`config.mk`:
```
export PLATFORM = sky130hd
export DESIGN_NAME = fan_power_plausibility_monitor_unit
export DESIGN_NICKNAME = d
export VERILOG_FILES = /design/src/sv/fppm_pkg.sv /design/src/sv/fan_power_plausibility_monitor_unit.sv /design/src/sv/fppm_nearest.sv /design/src/sv/fppm_judge.sv
export SDC_FILE = /design/constraint.sdc
export NUM_CORES = 1
export LEC_CHECK = 0
export ABC_AREA = 1
export ABC_CLOCK_PERIOD_IN_PS = 15150
export BUFFER_PORTS_ARGS = -buffer_cell sky130_fd_sc_hd__buf_2
export CAP_MARGIN = 15
export CORE_MARGIN = 2
export CORE_UTILIZATION = 49
export CTS_CLUSTER_SIZE = 40
export DETAILED_ROUTE_END_ITERATION = 10
export HOLD_SLACK_MARGIN = 0.06
export PLACE_DENSITY = 0.63
export SYNTH_ARGS = -nofsm -noshare
export SYNTH_HDL_FRONTEND = slang
export SYNTH_SLANG_ARGS = --single-unit
export TNS_END_PERCENT = 5
```
`constraint.sdc`:
```
create_clock -name clk -period 15.15 [get_ports clk]
set_clock_uncertainty 0.15 [all_clocks]
set_input_delay 1.515 -clock clk [delete_from_list [all_inputs] [get_ports clk]]
set_output_delay 1.515 -clock clk [all_outputs]
set_load 0.02 [all_outputs]
```
`src/sv/fppm_pkg.sv`:
```
package fppm_pkg;

  // verdict codes
  typedef enum logic [1:0] {
    VERDICT_NONE     = 2'd0,
    VERDICT_AGREE    = 2'd1,
    VERDICT_DISAGREE = 2'd2
  } verdict_t;

  // configuration register indexes
  localparam int unsigned CFG_IDX_W = 3;
  localparam logic [CFG_IDX_W-1:0] REG_STALE_LIMIT   = 3'd0;
  localparam logic [CFG_IDX_W-1:0] REG_SETTLE_TIME   = 3'd1;
  localparam logic [CFG_IDX_W-1:0] REG_TOL_FLOOR     = 3'd2;
  localparam logic [CFG_IDX_W-1:0] REG_BAD_POLLS     = 3'd3;
  localparam logic [CFG_IDX_W-1:0] REG_FAIL_ALARM    = 3'd4;

  localparam logic [31:0] STALE_LIMIT_RST  = 32'd60000;
  localparam logic [31:0] SETTLE_TIME_RST  = 32'd90000;
  localparam logic [15:0] TOL_FLOOR_RST    = 16'd40;
  localparam logic [7:0]  BAD_POLLS_RST    = 8'd2;
  localparam logic [7:0]  FAIL_ALARM_RST   = 8'd4;

  localparam logic [7:0]  CNT_MAX          = 8'hff;

  typedef struct packed {
    logic [31:0] stale_limit_ms;
    logic [31:0] settle_time_ms;
    logic [15:0] tolerance_floor_dw;
    logic [7:0]  bad_polls_needed;
    logic [7:0]  fail_alarm_count;
  } cfg_t;

  typedef struct packed {
    logic [31:0]       now_ms;
    logic signed [4:0] fan_speed;
    logic              reading_ok;
    logic [15:0]       power_dw;
  } poll_t;

  typedef struct packed {
    verdict_t    verdict;
    logic        alert_edge;
    logic        decidable;
    logic [8:0]  expected_dw;
    logic        meter_lost;
    logic        meter_resumed;
    logic [15:0] stored_power_dw;
  } judge_t;

  // baseline fan power per table speed, in dW
  function automatic logic [8:0] base_dw(input logic [4:0] idx);
    logic [8:0] val;
    case (idx)
      5'd0:    val = 9'd14;
      5'd1:    val = 9'd37;
      5'd2:    val = 9'd48;
      5'd3:    val = 9'd70;
      5'd4:    val = 9'd76;
      5'd5:    val = 9'd100;
      5'd6:    val = 9'd125;
      5'd7:    val = 9'd158;
      5'd8:    val = 9'd197;
      5'd9:    val = 9'd250;
      5'd10:   val = 9'd302;
      5'd11:   val = 9'd377;
      default: val = 9'd442;
    endcase
    return val;
  endfunction

endpackage

```
`src/sv/fan_power_plausibility_monitor_unit.sv`:
```
// Fan power plausibility monitor: one request per poll (time, commanded fan
// speed, read status, power in dW), one result per request. A poll is taken
// every cycle when the result side keeps up; each request passes through the
// input register and then the result register, with the whole judgment
// (read tracking, speed settle, freshness, band check, verdict, nearest table
// speed) done in one pass of shallow logic between them. The poll state
// updates as a request leaves the input register, so back-to-back polls see
// each other's effects. The user writes configuration via cfg_we/cfg_index/
// cfg_wdata only while idle (not enforced); unknown indexes are ignored.
module fan_power_plausibility_monitor_unit #(
  parameter int TABLE_SPEEDS = 13,
  parameter int TIME_BITS    = 32
) (
  input  logic                          clk,
  input  logic                          rst_n,
  // configuration
  input  logic                          cfg_we,
  input  logic [fppm_pkg::CFG_IDX_W-1:0] cfg_index,
  input  logic [31:0]                   cfg_wdata,
  // poll requests
  input  logic                          in_valid,
  output logic                          in_ready,
  input  logic [31:0]                   in_now_ms,
  input  logic signed [4:0]             in_fan_speed,
  input  logic                          in_reading_ok,
  input  logic [15:0]                   in_power_dw,
  // results
  output logic                          out_valid,
  input  logic                          out_ready,
  output logic [1:0]                    out_verdict,
  output logic                          out_alert_edge,
  output logic                          out_decidable,
  output logic [8:0]                    out_expected_dw,
  output logic [3:0]                    out_nearest_table_speed,
  output logic                          out_meter_lost,
  output logic                          out_meter_resumed
);

  fppm_pkg::cfg_t   cfg_r;
  fppm_pkg::poll_t  poll_r;
  fppm_pkg::judge_t judge;
  logic             in_v_r;
  logic             out_v_r;
  logic             advance;
  logic [3:0]       nearest;

  logic [1:0]       verdict_r;
  logic             alert_r, decidable_r, lost_r, resumed_r;
  logic [8:0]       expected_r;
  logic [3:0]       nearest_r;

  // configuration registers
  always_ff @(posedge clk) begin
    if (!rst_n) begin
      cfg_r.stale_limit_ms     <= fppm_pkg::STALE_LIMIT_RST;
      cfg_r.settle_time_ms     <= fppm_pkg::SETTLE_TIME_RST;
      cfg_r.tolerance_floor_dw <= fppm_pkg::TOL_FLOOR_RST;
      cfg_r.bad_polls_needed   <= fppm_pkg::BAD_POLLS_RST;
      cfg_r.fail_alarm_count   <= fppm_pkg::FAIL_ALARM_RST;
    end else if (cfg_we) begin
      case (cfg_index)
        fppm_pkg::REG_STALE_LIMIT: cfg_r.stale_limit_ms     <= cfg_wdata;
        fppm_pkg::REG_SETTLE_TIME: cfg_r.settle_time_ms     <= cfg_wdata;
        fppm_pkg::REG_TOL_FLOOR:   cfg_r.tolerance_floor_dw <= cfg_wdata[15:0];
        fppm_pkg::REG_BAD_POLLS:   cfg_r.bad_polls_needed   <= cfg_wdata[7:0];
        fppm_pkg::REG_FAIL_ALARM:  cfg_r.fail_alarm_count   <= cfg_wdata[7:0];
        default: ;
      endcase
    end
  end

  // request moves to the result register when that register is free or drains
  assign advance  = in_v_r && (!out_v_r || out_ready);
  assign in_ready = !in_v_r || advance;

  // input register
  always_ff @(posedge clk) begin
    if (!rst_n) begin
      in_v_r <= 1'b0;
    end else if (in_valid && in_ready) begin
      in_v_r <= 1'b1;
    end else if (advance) begin
      in_v_r <= 1'b0;
    end
  end

  always_ff @(posedge clk) begin
    if (in_valid && in_ready) begin
      poll_r.now_ms     <= in_now_ms;
      poll_r.fan_speed  <= in_fan_speed;
      poll_r.reading_ok <= in_reading_ok;
      poll_r.power_dw   <= in_power_dw;
    end
  end

  // poll state and judgment
  fppm_judge #(
    .TABLE_SPEEDS (TABLE_SPEEDS),
    .TIME_BITS    (TIME_BITS)
  ) u_judge (
    .clk     (clk),
    .rst_n   (rst_n),
    .advance (advance),
    .poll    (poll_r),
    .cfg     (cfg_r),
    .res     (judge)
  );

  // nearest table speed for the reading held after this poll
  fppm_nearest #(
    .TABLE_SPEEDS (TABLE_SPEEDS)
  ) u_nearest (
    .power_dw    (judge.stored_power_dw),
    .closest_spd (nearest)
  );

  // result register
  always_ff @(posedge clk) begin
    if (!rst_n) begin
      out_v_r <= 1'b0;
    end else if (advance) begin
      out_v_r <= 1'b1;
    end else if (out_ready) begin
      out_v_r <= 1'b0;
    end
  end

  always_ff @(posedge clk) begin
    if (advance) begin
      verdict_r   <= judge.verdict;
      alert_r     <= judge.alert_edge;
      decidable_r <= judge.decidable;
      expected_r  <= judge.expected_dw;
      nearest_r   <= nearest;
      lost_r      <= judge.meter_lost;
      resumed_r   <= judge.meter_resumed;
    end
  end

  assign out_valid               = out_v_r;
  assign out_verdict             = verdict_r;
  assign out_alert_edge          = alert_r;
  assign out_decidable           = decidable_r;
  assign out_expected_dw         = expected_r;
  assign out_nearest_table_speed = nearest_r;
  assign out_meter_lost          = lost_r;
  assign out_meter_resumed       = resumed_r;

  // a poll that cannot be judged always reports cannot say
  a_undecidable_none: assert property (@(posedge clk) disable iff (!rst_n)
    (out_valid && !out_decidable) |-> (out_verdict == fppm_pkg::VERDICT_NONE))
    else $error("undecidable poll with a verdict");

  // agreement needs a judged poll
  a_agree_decidable: assert property (@(posedge clk) disable iff (!rst_n)
    (out_valid && (out_verdict == fppm_pkg::VERDICT_AGREE)) |-> out_decidable)
    else $error("agree verdict on undecidable poll");

  // lost comes from a failed read, resumed from a good one
  a_lost_resumed: assert property (@(posedge clk) disable iff (!rst_n)
    out_valid |-> !(out_meter_lost && out_meter_resumed))
    else $error("meter lost and resumed together");

  // a finished result is never overwritten while it waits
  a_no_overwrite: assert property (@(posedge clk) disable iff (!rst_n)
    (out_v_r && !out_ready) |-> !advance)
    else $error("result register overwritten");

endmodule

```
`src/sv/fppm_nearest.sv`:
```
module fppm_nearest #(
  parameter int TABLE_SPEEDS = 13
) (
  input  logic [15:0] power_dw,
  output logic [3:0]  closest_spd
);

  localparam int NW = $clog2(TABLE_SPEEDS);

  // table is sorted, so the nearest entry is the number of distinct-step
  // midpoints strictly below the reading (ties go to the lower index)
  logic [NW-1:0] cnt;
  logic [NW+3:0] cnt_ext;
  logic [16:0]   p2;

  assign p2 = {power_dw, 1'b0};

  always_comb begin
    logic [8:0] lo;
    logic [8:0] hi;
    cnt = '0;
    for (int i = 1; i < TABLE_SPEEDS; i++) begin
      lo = fppm_pkg::base_dw(5'(i - 1));
      hi = fppm_pkg::base_dw(5'(i));
      if ((hi != lo) && (p2 > (17'(lo) + 17'(hi)))) begin
        cnt = cnt + NW'(1);
      end
    end
  end

  assign cnt_ext     = (NW + 4)'(cnt);
  assign closest_spd = cnt_ext[3:0];

endmodule

```
`src/sv/fppm_judge.sv`:
```
module fppm_judge #(
  parameter int TABLE_SPEEDS = 13,
  parameter int TIME_BITS    = 32
) (
  input  logic              clk,
  input  logic              rst_n,
  input  logic              advance,
  input  fppm_pkg::poll_t   poll,
  input  fppm_pkg::cfg_t    cfg,
  output fppm_pkg::judge_t  res
);

  localparam int CW = (TIME_BITS > 32) ? TIME_BITS : 32;

  logic                  seen_valid_r, seen_valid_nxt;
  logic [4:0]            seen_r, seen_nxt;
  logic [TIME_BITS-1:0]  since_r, since_nxt;
  logic [15:0]           stored_r, stored_nxt;
  logic [TIME_BITS-1:0]  rtime_r, rtime_nxt;
  logic                  ever_r, ever_nxt;
  logic [7:0]            streak_r, streak_nxt;
  fppm_pkg::verdict_t    verdict_r, verdict_nxt;
  logic [7:0]            failed_r, failed_nxt;

  logic [CW-1:0]         now_ext;
  logic [TIME_BITS-1:0]  now;
  logic [4:0]            sraw;
  logic                  new_speed;
  logic [7:0]            streak_eff;
  logic [TIME_BITS-1:0]  age, held;
  logic                  fresh, settled, spd_listed, decidable;
  logic [8:0]            expected;
  logic [15:0]           gap_dw;
  logic [16:0]           tol2;
  logic                  in_band;
  logic                  lost_flag, resumed_flag, alert_flag;

  assign now_ext = CW'(poll.now_ms);
  assign now     = now_ext[TIME_BITS-1:0];
  assign sraw    = poll.fan_speed;

  // read first
  always_comb begin
    lost_flag    = 1'b0;
    resumed_flag = 1'b0;
    failed_nxt   = failed_r;
    stored_nxt   = stored_r;
    rtime_nxt    = rtime_r;
    ever_nxt     = ever_r;
    if (poll.reading_ok) begin
      resumed_flag = (failed_r >= cfg.fail_alarm_count);
      failed_nxt   = '0;
      stored_nxt   = poll.power_dw;
      rtime_nxt    = now;
      ever_nxt     = 1'b1;
    end else if (failed_r != fppm_pkg::CNT_MAX) begin
      failed_nxt = failed_r + 8'd1;
      lost_flag  = (failed_nxt == cfg.fail_alarm_count);
    end
  end

  // speed tracking
  assign new_speed      = !seen_valid_r || (sraw != seen_r);
  assign seen_valid_nxt = 1'b1;
  assign seen_nxt       = sraw;
  assign since_nxt      = new_speed ? now : since_r;
  assign streak_eff     = new_speed ? 8'd0 : streak_r;

  assign age        = now - rtime_nxt;
  assign held       = now - since_nxt;
  assign fresh      = ever_nxt && (CW'(age) <= CW'(cfg.stale_limit_ms));
  assign settled    = CW'(held) >= CW'(cfg.settle_time_ms);
  assign spd_listed = !sraw[4] && (32'(sraw[3:0]) < 32'(TABLE_SPEEDS));
  assign decidable  = fresh && settled && spd_listed;
  assign expected   = spd_listed ? fppm_pkg::base_dw({1'b0, sraw[3:0]}) : 9'd0;

  assign gap_dw  = (stored_nxt > 16'(expected)) ? (stored_nxt - 16'(expected))
                                                : (16'(expected) - stored_nxt);
  assign tol2    = (17'(expected) > {cfg.tolerance_floor_dw, 1'b0}) ?
                   17'(expected) : {cfg.tolerance_floor_dw, 1'b0};
  assign in_band = {gap_dw, 1'b0} <= tol2;

  always_comb begin
    streak_nxt  = streak_eff;
    verdict_nxt = fppm_pkg::VERDICT_NONE;
    alert_flag  = 1'b0;
    if (!decidable) begin
      alert_flag = (verdict_r == fppm_pkg::VERDICT_DISAGREE);
    end else begin
      if (in_band) begin
        streak_nxt  = '0;
        verdict_nxt = fppm_pkg::VERDICT_AGREE;
      end else begin
        if (streak_eff != fppm_pkg::CNT_MAX) begin
          streak_nxt = streak_eff + 8'd1;
        end
        verdict_nxt = (streak_nxt >= cfg.bad_polls_needed) ?
                      fppm_pkg::VERDICT_DISAGREE : verdict_r;
      end
      alert_flag =
        ((verdict_nxt == fppm_pkg::VERDICT_DISAGREE) &&
         (verdict_r != fppm_pkg::VERDICT_DISAGREE)) ||
        ((verdict_nxt == fppm_pkg::VERDICT_AGREE) &&
         (verdict_r == fppm_pkg::VERDICT_DISAGREE));
    end
  end

  assign res.verdict         = verdict_nxt;
  assign res.alert_edge      = alert_flag;
  assign res.decidable       = decidable;
  assign res.expected_dw     = expected;
  assign res.meter_lost      = lost_flag;
  assign res.meter_resumed   = resumed_flag;
  assign res.stored_power_dw = stored_nxt;

  always_ff @(posedge clk) begin
    if (!rst_n) begin
      seen_valid_r <= 1'b0;
      seen_r       <= '0;
      since_r      <= '0;
      stored_r     <= '0;
      rtime_r      <= '0;
      ever_r       <= 1'b0;
      streak_r     <= '0;
      verdict_r    <= fppm_pkg::VERDICT_NONE;
      failed_r     <= '0;
    end else if (advance) begin
      seen_valid_r <= seen_valid_nxt;
      seen_r       <= seen_nxt;
      since_r      <= since_nxt;
      stored_r     <= stored_nxt;
      rtime_r      <= rtime_nxt;
      ever_r       <= ever_nxt;
      streak_r     <= streak_nxt;
      verdict_r    <= verdict_nxt;
      failed_r     <= failed_nxt;
    end
  end

endmodule
```
==> impl_metrics.py, run 1 <==
metrics = {
    "status": {
        "status": "finished, final reports clean",
    },
    "cells_and_area": {
        "drive_above_1_share_pct": 8.65,
        "nNetsFinal": 2979,
        "multiInputGateArea_sq_um": 11000,
        "synthToLayoutAreaGrowth_pct": 11.5,
        "postLayoutCellArea_sq_um": 21400,
        "final.fill_count": 3746,
        "regArea_sq_um": 6440,
        "n_antenna_cell": 0,
        "final_core_utilization_pct": 55.3,
    },
    "sta": {
        "grt_setup_unrepaired": "false",
        "fmax_ghz": 0.131,
        "hold_viol_final": 0,
        "max_slew.worst_pin.slew_ns": 1.11,
        "slew_viol_final": 0,
        "fin_tns_setup_ns": 0,
        "finalSetupViolations": 0,
        "relSlewSlack_pct": 26.0,
        "min_period_ns": 7.63,
        "hold_ws_ns": 0.310,
        "period_share_pct": 50.4,
    },
    "grt": {
        "grt_pass1_wl_um": 84300,
        "grt.overflow.total": 0,
        "grt_pass1_vias": 16495,
        "grt_usage_pct": 25.5,
        "grt_max_degree": 115,
        "antenna_found_initial": 0,
    },
    "setup_path": {
        "cp.required_ns": 15.27,
        "worst-path-max-fanout": 33,
        "timing.rr.end": "out_alert_edge",
        "slowest_delay_ns": 0.61,
        "r2r_setup_slack_ns": 7.52,
        "crit_type": "reg2reg",
        "worst_path_max_delay_cell": "nor2_1",
        "r2r_cells": 30,
        "end_kind": "flip-flop",
        "critPathArrivalTime_ns": 7.75,
        "critPathLaunchType": "flip-flop",
        "reg2reg_from": "poll_r[16]",
    },
    "min_path": {
        "hold_depth": 2,
        "min_from": "cfg_r[76]",
        "worstHoldEndpoint": "cfg_r[76]",
        "hp-class": "reg2reg",
    },
    "drt": {
        "ant_nets": 0,
        "wl_per_cell_um": 16.2,
        "first_pass_iters": 5,
        "wl_um": 52200,
        "num_vias": 17287,
        "drtIter0Drc": 912,
        "viasPerCell": 5.37,
        "drc": 0,
    },
    "synthesis": {
        "seq_area_frac_synth_pct": 33.6,
        "netlist_instances": 2596,
        "netlist_area_sq_um": 19100,
        "async_flop_share_pct": 0,
        "syn_avg_cell_area_sq_um": 7.38,
        "yosysWarningCount": 0,
        "synth_edf_count": 73,
        "ys_seq_elements": 285,
        "synth-main-ff-cell": "dfxtp_1",
        "synth_cell_types": 58,
        "syn_nets": 2896,
    },
    "placed_design": {
        "dp_hpwl_um": 39100,
        "place.port_buffers": 114,
        "placed_cell_area_sq_um": 20200,
        "globalplace.congestion": 0.913,
    },
    "power_and_ir_drop": {
        "irDropWorstVdd_uv": 93.9,
        "leakagePower_nw": 10.1,
        "power.density_nw_per_um2": 114,
    },
    "clocking": {
        "hold_buffers": 0,
        "ctsLongestPathBuffers": 3,
        "cts_tree": "yes",
        "cts_root_buf": "clkbuf_16",
        "cts.sink_count": 285,
        "clk_latency_ns": 0.54,
        "post-cts-setup-buffers": 0,
        "post_cts_resized": 0,
        "ctsHtreeMaxLevel": 2,
        "numCtsBuffers": 36,
        "path_clk_slew_ns": 0.06,
    },
    "floorplan": {
        "dieArea_sq_um": 40700,
        "rows": 72,
        "initial_core_util_pct": 49.5,
        "io_pins": 115,
        "fp.dieH_um": 202,
        "core_area_sq_um": 38600,
        "die_w_um": 202,
    },
    "flow_run": {
        "maxCapViolCount": 0,
    },
}
registers in the layout (all words and copies together) (netlist names), named ones only:
name and cells:
out_meter_resumed 1, out_expected_dw 9, in_v_r 1, cfg_r 96, poll_r 54, u_judge.ever_r 1, out_verdict 2, out_valid 1
out_nearest_table_speed 4, out_meter_lost 1, u_judge.seen_valid_r 1, u_judge.seen_r 5, out_alert_edge 1, u_judge.streak_r 8, u_judge.rtime_r 32, u_judge.verdict_r 2
u_judge.stored_r 16, out_decidable 1, u_judge.failed_r 8, u_judge.since_r 32
cell type report:
| class | instances | share of cell area (%) |
|---|---|---|
| clock buffers | 47 | 4.80 |
| clock inverters | 16 | 0.750 |
| inverters | 384 | 6.78 |
| multi-input cells | 1844 | 51.3 |
| flip-flops and latches | 285 | 30.1 |
| well taps | 518 | 3.03 |
| repair buffers | 128 | 3.23 |
stage by stage:
stage	worst slack (ns)	cells	power (mW)
floorplan	8.73	2596	1.40
global placement	7.62	3158	1.57
detailed placement	7.49	3158	1.58
CTS	7.46	3221	2.46
global route	6.67	3222	2.60
finish	7.52	3222	2.44
layer usage:
metal  share of wire [%]  GRT usage, %  vias to the layer above  wire length [um]
li1                    -             -                     8877                 -
met1                  46          33.7                     7971             24300
met2                  47          43.7                      351             24400
met3                 4.2          2.93                       88              2220
met4                 2.5          8.17                        0              1310
met5                   0             0                        -                 0
power breakdown:
group / switching, mW / internal (mW) / leakage (nW)
Sequential: 0.0239 / 0.834 / 2.44
Combinational: 0.444 / 0.268 / 7.07
Clock: 0.345 / 0.527 / 0.582
Total: 0.813 / 1.63 / 10.1
worst max path at each step:
stage	from	endpoint	slack (ns)	cells past startpoint
after floorplan	poll_r[16]	out_nearest_table_speed[1]	8.73	43
after global placement	poll_r[16]	out_alert_edge	7.62	29
after detailed placement	poll_r[16]	out_alert_edge	7.49	30
after CTS	poll_r[16]	out_alert_edge	7.46	30
after global routing	poll_r[16]	out_alert_edge	6.67	29
final	poll_r[16]	out_alert_edge	7.52	30
critical path, delay by kind of cell (launching register included):
family | cells | cell delay [ns]
xor+xnor | 1 | 0.19
simple gates | 12 | 1.73
compound gates | 14 | 4.00
fa+ha+maj | 2 | 0.60
flops | 1 | 0.39
buf+inv | 1 | 0.28
cells by family after synthesis:
kind of cell    share of synthesized area, %
simple gates                            19.0
compound gates                          20.3
buf+inv                                 9.24
flops                                   33.6
fa+ha+maj                               13.6
xor+xnor                                4.03
mux                                    0.209
cells in the mapped netlist (5+ instances only):
master / n / area share (%)
nand2_1: 501 / 9.8
nor3_1: 21 / 0.55
a31oi_1: 11 / 0.36
o221ai_1: 5 / 0.23
nand3_1: 81 / 2.1
nor4_1: 5 / 0.16
a211oi_1: 44 / 1.7
o21ai_0: 265 / 6.9
a21boi_0: 7 / 0.27
a21oi_1: 249 / 6.5
xnor2_1: 26 / 1.2
clkbuf_1: 74 / 1.5
a21o_1: 7 / 0.27
edfxtp_1: 73 / 11
xor2_1: 62 / 2.8
inv_1: 377 / 7.4
nand3_2: 7 / 0.37
nand4_1: 20 / 0.65
o211ai_1: 54 / 2.1
o21bai_1: 5 / 0.20
buf_1: 5 / 0.098
nor2_1: 182 / 3.6
dfxtp_1: 212 / 22
nand2_2: 13 / 0.42
o21a_1: 15 / 0.59
or2_2: 8 / 0.26
nand2_4: 6 / 0.35
ha_1: 202 / 13
cell usage in the layout (no fill, tap or decap), drive strengths merged, types with 4 or more instances in the layout:
cell	count
dfxtp	212
a211oi	44
mux2i	4
fa	4
ha	202
or2	8
edfxtp	73
inv	383
clkinv	13
o21ai	268
nor2	187
a31oi	11
xor2	62
nor4	5
a21boi	7
clkbuf	47
nand2	520
nor3	21
nand4	20
buf	128
a21oi	249
nand3	91
o211ai	55
o21bai	5
o221ai	5
a21o	7
o21a	15
a22oi	4
xnor2	26
No activity file was read; power rests on OpenSTA's default activity.
==> inputs of run 2 (changes only) <==
--- a/config.mk
+++ b/config.mk
@@ -6,7 +6,7 @@
 export NUM_CORES = 1
 export LEC_CHECK = 0
 export ABC_AREA = 1
-export ABC_CLOCK_PERIOD_IN_PS = 15150
+export ABC_CLOCK_PERIOD_IN_PS = 6100
 export BUFFER_PORTS_ARGS = -buffer_cell sky130_fd_sc_hd__buf_2
 export CAP_MARGIN = 15
 export CORE_MARGIN = 2
@@ -14,7 +14,7 @@
 export CTS_CLUSTER_SIZE = 40
 export DETAILED_ROUTE_END_ITERATION = 10
 export HOLD_SLACK_MARGIN = 0.06
-export PLACE_DENSITY = 0.63
+export PLACE_DENSITY = 0.66
 export SYNTH_ARGS = -nofsm -noshare
 export SYNTH_HDL_FRONTEND = slang
 export SYNTH_SLANG_ARGS = --single-unit
==> constraint.sdc (replaced) <==
create_clock -name clk -period 6.1 [get_ports clk]
set_clock_uncertainty 0.15 [all_clocks]
set_input_delay 0.61 -clock clk [delete_from_list [all_inputs] [get_ports clk]]
set_output_delay 0.61 -clock clk [all_outputs]
set_load 0.02 [all_outputs]
==> run 2 against run 1 <==
Sequential share of layout area is 3.1 points lower. Largest power group is now combinational logic. Core utilization increased by 6.4 points. Register-to-register slack got worse by 7.3 ns.
==> impl_metrics.py, run 2 (synthesis gave the netlist of run 1 again) <==
metrics = {
    "drt": {
        "ant_nets": 0,
        "wl_um": 53400,
        "num_vias": 18149,
        "first_pass_iters": 5,
        "wl_per_cell_um": 15.5,
        "viasPerCell": 5.28,
        "drtIter0Drc": 1126,
        "drc": 0,
    },
    "floorplan": {
        "dieArea_sq_um": 40700,
        "die_w_um": 202,
        "rows": 72,
        "fp.dieH_um": 202,
        "initial_core_util_pct": 49.5,
        "core_area_sq_um": 38600,
        "io_pins": 115,
    },
    "grt": {
        "antenna_found_initial": 0,
        "grt_max_degree": 118,
        "grt_pass1_wl_um": 86000,
        "grt_pass1_vias": 17687,
        "grt.overflow.total": 0,
        "grt_usage_pct": 25.8,
    },
    "cells_and_area": {
        "top_regs": "cfg_r x96, poll_r x54",
        "largest_register_ffs": 96,
        "regMostFlops": "cfg_r",
        "stdcell_count": 3437,
        "final_common_cell": "nand2_1",
        "nNetsFinal": 3192,
        "final.fill_count": 3432,
        "n_antenna_cell": 0,
        "drive_above_1_share_pct": 18.8,
        "multiInputGateArea_sq_um": 11600,
        "most-common-layout-cells": "460 x nand2_1, 364 x inv_1, 240 x a21oi_1, 236 x o21ai_0, 212 x dfxtp_1",
        "synthToLayoutAreaGrowth_pct": 24.4,
        "regArea_sq_um": 6440,
    },
    "clocking": {
        "clk_latency_ns": 0.56,
        "cts.sink_count": 285,
        "numCtsBuffers": 35,
        "cts_tree": "yes",
        "ctsLongestPathBuffers": 3,
        "cts_root_buf": "clkbuf_16",
        "path_clk_slew_ns": 0.06,
        "ctsHtreeMaxLevel": 2,
    },
    "min_path": {
        "min_from": "in_now_ms[21]",
        "hp-class": "in2reg",
    },
    "power_and_ir_drop": {
        "power_mw": 6.49,
        "power.density_nw_per_um2": 272,
        "leakagePower_nw": 11.2,
        "irDropWorstVdd_uv": 222,
    },
    "setup_path": {
        "cp.required_ns": 6.25,
        "slowest_delay_ns": 0.40,
        "worst-path-max-fanout": 8,
        "critPathLaunchType": "flip-flop",
        "crit_buf_inv": 8,
        "path_delay_family": "simple AND/OR/NAND/NOR gates",
        "crit_top_cell": "nand2_2",
        "critPathArrivalTime_ns": 6.06,
        "setup.worst_path.start": "poll_r[16]",
        "worst_path_max_delay_cell": "edfxtp_1",
        "crit_type": "reg2reg",
        "reg2reg_from": "poll_r[16]",
        "end_kind": "flip-flop",
    },
    "flow_run": {
        "maxCapViolCount": 0,
    },
    "placed_design": {
        "dp.cells": 3309,
        "place.port_buffers": 114,
        "dp_hpwl_um": 38800,
        "place_ws_ns": -0.326,
        "globalplace.congestion": 0.937,
    },
    "sta": {
        "hold_ws_ns": 0.0970,
        "min_period_ns": 5.91,
        "period_share_pct": 96.9,
        "finalSetupViolations": 0,
        "fin_ws_ns": 0.190,
        "grt_setup_unrepaired": "true",
        "slew_viol_final": 0,
        "max_slew.worst_pin.slew_ns": 1.17,
        "fmax_ghz": 0.169,
        "fin_tns_setup_ns": 0,
        "hold_viol_final": 0,
        "relSlewSlack_pct": 22.3,
    },
    "status": {
        "status": "finished, final reports clean",
    },
}
[run 2: worst paths after layout]
| path | cells after the start | endpoint | slack [ns] |
|---|---|---|---|
| worst max-delay path | 44 | out_nearest_table_speed[1] | 0.19 |
| worst min-delay path | 1 | poll_r[43] | 0.1 |
| worst max register to register | 44 | out_nearest_table_speed[1] | 0.19 |
| worst min register to register | 2 | cfg_r[54] | 0.31 |
[run 2: timing repair]
| action | 4_1_cts | 5_1_grt |
|---|---|---|
| buffers inserted | 11 | 21 |
| resized for setup | 49 | 153 |
| cloned | 0 | 0 |
| hold buffers | 32 | 0 |
| endpoints found under the setup margin | 17 | 17 |
| hold endpoints to repair | 32 | 0 |
| pin swaps | 23 | 76 |
[run 2: per-stage QoR]
| stage | cell area (sq um) | util (%) |
|---|---|---|
| after floorplan | 19200 | - |
| after global placement | 21400 | 55.2 |
| after detailed placement | 21400 | 55.2 |
| after CTS | 23100 | 59.8 |
| after global routing | 23800 | 61.7 |
| final | 23800 | 61.7 |
[run 2: power breakdown]
group / internal [mW] / switching [mW] / total [mW]
Combinational: 0.934 / 1.25 / 2.18
Clock: 1.32 / 0.859 / 2.18
Sequential: 2.07 / 0.0546 / 2.13
[run 2: cell type report]
class                      instances  area share, %
sequential                       285           27.0
inverter                         384           6.15
multi-input combinational       1844           48.6
tap                              518           2.72
timing repair buffer             342           10.4
clock inverter                    18          0.908
clock buffer                      46           4.15
[run 2: routing by layer]
layer	GRT usage (%)	vias to the layer above	part of all wire, %
li1	-	9307	-
met1	33.0	8313	45
met5	0	-	0
met3	2.77	116	4.2
met2	44.2	413	47
met4	11.5	0	3.9
==> inputs of run 3 (changes only) <==
--- a/config.mk
+++ b/config.mk
@@ -17,5 +17,6 @@
 export PLACE_DENSITY = 0.66
 export SYNTH_ARGS = -nofsm -noshare
 export SYNTH_HDL_FRONTEND = slang
+export SYNTH_HIERARCHICAL = 1
 export SYNTH_SLANG_ARGS = --single-unit
 export TNS_END_PERCENT = 5
==> run 3 against run 2 <==
The run now ends with setup timing left. Combinational power about the same. Register-to-register slack got worse by 0.20 ns. Die area is 8.7% higher. First-iteration DRC count is 13% higher. Clock power decreased by 9%. Synthesized cell count up 18%. Global-route usage increased by 2.7 points. Non-clock buffer count fell by 66. Design area rose by 2.5%. Routed wire length grew 19%. Core utilization shrank 3.4 points. Clock-buffer cell count is 2 lower. Critical endpoint unchanged.
==> impl_metrics.py, run 3 <==
metrics = {
    "clocking": {
        "ctsLongestPathBuffers": 3,
        "cts_tree": "yes",
        "cts_root_buf": "clkbuf_16",
        "clk_latency_ns": 0.60,
        "cts.sink_count": 276,
        "numCtsBuffers": 31,
        "ctsHtreeMaxLevel": 1,
        "path_clk_slew_ns": 0.07,
    },
    "cells_and_area": {
        "final_core_utilization_pct": 58.2,
        "stdcell_count": 3845,
        "final.fill_count": 4052,
        "top_regs": "cfg_r x96, poll_r x54",
        "postLayoutCellArea_sq_um": 24400,
        "n_antenna_cell": 0,
        "multiInputGateArea_sq_um": 12700,
        "most-common-layout-cells": "682 x nand2_1, 423 x inv_1, 401 x nor2_1, 203 x dfxtp_1, 192 x ha_1",
        "regMostFlops": "cfg_r",
        "regArea_sq_um": 6260,
        "synthToLayoutAreaGrowth_pct": 17.2,
        "nNetsFinal": 3582,
        "final_common_cell": "nand2_1",
        "largest_register_ffs": 96,
        "drive_above_1_share_pct": 13.6,
    },
    "synthesis": {
        "netlist_instances": 3066,
        "yosysWarningCount": 6,
        "ys_seq_elements": 276,
        "netlist.area_leader.share_pct": 19.5,
        "yosysMostFrequentCell": "nand2_1",
        "synth_commonest_cells": "698 x nand2_1, 431 x inv_1, 406 x nor2_1, 203 x dfxtp_1, 203 x ha_1",
        "synth_cell_types": 59,
        "async_flop_share_pct": 0,
        "ys_top_cells_by_area": "dfxtp_1 19%, nand2_1 13%, ha_1 12%",
        "synth_edf_count": 73,
        "synth_area_leader_cell": "dfxtp_1",
        "syn_nets": 3367,
        "syn_avg_cell_area_sq_um": 6.80,
        "seq_area_frac_synth_pct": 30.0,
        "netlist_area_sq_um": 20800,
        "synth-main-ff-cell": "dfxtp_1",
    },
    "floorplan": {
        "io_pins": 115,
        "die_w_um": 210,
        "fp.dieH_um": 210,
        "dieArea_sq_um": 44200,
        "initial_core_util_pct": 49.7,
        "core_area_sq_um": 41900,
        "rows": 75,
    },
    "sta": {
        "fin_ws_ns": -0.0144,
        "fin_tns_setup_ns": -0.0144,
        "min_period_ns": 6.11,
        "max_slew.worst_pin.slew_ns": 0.847,
        "hold_viol_final": 0,
        "fmax_ghz": 0.164,
        "finalSetupViolations": 1,
        "grt_setup_unrepaired": "true",
        "period_share_pct": 100,
        "relSlewSlack_pct": 43.5,
        "slew_viol_final": 0,
        "hold_ws_ns": 0.0855,
    },
    "drt": {
        "num_vias": 20296,
        "ant_nets": 0,
        "drc": 0,
        "wl_um": 63800,
        "wl_per_cell_um": 16.6,
        "first_pass_iters": 5,
        "viasPerCell": 5.28,
        "drtIter0Drc": 1267,
    },
    "grt": {
        "grt_pass1_vias": 19736,
        "grt.overflow.total": 0,
        "grt_usage_pct": 28.6,
        "grt_pass1_wl_um": 101000,
        "grt_max_degree": 82,
        "antenna_found_initial": 0,
    },
    "setup_path": {
        "end_kind": "flip-flop",
        "critPathLaunchType": "flip-flop",
        "slowest_delay_ns": 0.38,
        "crit_type": "reg2reg",
        "critPathArrivalTime_ns": 6.30,
        "crit_buf_inv": 6,
        "cp.required_ns": 6.28,
        "path_delay_family": "adder cells",
        "crit_top_cell": "nand2_4",
        "worst_path_max_delay_cell": "edfxtp_1",
        "worst-path-max-fanout": 8,
    },
    "placed_design": {
        "placed_cell_area_sq_um": 22600,
        "place_ws_ns": -0.207,
        "dp.cells": 3721,
        "dp_hpwl_um": 49800,
        "place.port_buffers": 114,
        "globalplace.congestion": 0.962,
    },
    "power_and_ir_drop": {
        "irDropWorstVdd_uv": 273,
        "power.density_nw_per_um2": 256,
        "power_mw": 6.25,
        "leakagePower_nw": 11.9,
    },
    "min_path": {
        "hp-class": "in2reg",
    },
    "status": {
        "failed_checks": "setup timing",
        "status": "complete, but fails checks",
    },
    "flow_run": {
        "maxCapViolCount": 0,
    },
}
==> run 3: power breakdown <==
group	total (mW)	internal [mW]	switching (mW)
clock	1.99	1.16	0.822
combinational	2.20	0.835	1.37
sequential	2.06	2.00	0.0615
==> run 3: layout make-up <==
cell class                 count  area share (%)
multi-input combinational   2238            52.2
sequential                   276            25.6
timing repair buffer         276            8.00
inverter                     458            7.04
clock buffer                  44            3.85
tap                          539            2.76
clock inverter                14           0.584
==> run 3: cells by family (layout without fill, tap and decap cells) <==
logic type / Yosys count / in the layout / share of synthesized area [%]
AND/OR/NAND/NOR: 1467 / 1467 / 30.3
buffers and inverters: 552 / 792 / 10.4
AO/OA/AOI/OAI: 484 / 484 / 13.3
flip-flops: 276 / 276 / 30.0
adder cells (fa/ha/maj): 207 / 207 / 12.6
XOR/XNOR: 79 / 79 / 3.32
multiplexers: 1 / 1 / 0.0480
==> run 3: worst paths after layout <==
check / start / end / slack [ns] / cells after the start
setup / recovery: poll_r[16] / out_nearest_table_speed[1] / -0.01 / 42
hold / removal: cfg_wdata[6] / cfg_r[70] / 0.09 / 3
setup reg to reg: poll_r[16] / out_nearest_table_speed[1] / -0.01 / 42
hold reg to reg: cfg_r[70] / cfg_r[70] / 0.32 / 2
==> run 3: worst reg2reg max path, delay by kind of cell, from the launching register on <==
family                     cells  cell delay [ns]
adders and majority gates     10             2.48
AOI/OAI and AO/OA              4             0.40
and+or+nand+nor               22             2.03
DFF                            1             0.38
buffers and inverters          6             0.47
==> run 3: what timing repair did <==
action	4_1_cts	5_1_grt
hold buffers	48	0
setup endpoints to repair	3	17
buffers inserted	15	4
resized for setup	15	25
pin swaps	27	24
endpoints found under the hold margin	48	0
==> run 3: layer usage <==
metal | global-route usage [%] | wire length (um) | vias to the layer above
li1 | - | - | 10375
met1 | 32.4 | 26000 | 9300
met2 | 53.6 | 32200 | 474
met3 | 2.76 | 2230 | 147
met4 | 13.6 | 3350 | 0
met5 | 0 | 0 | -
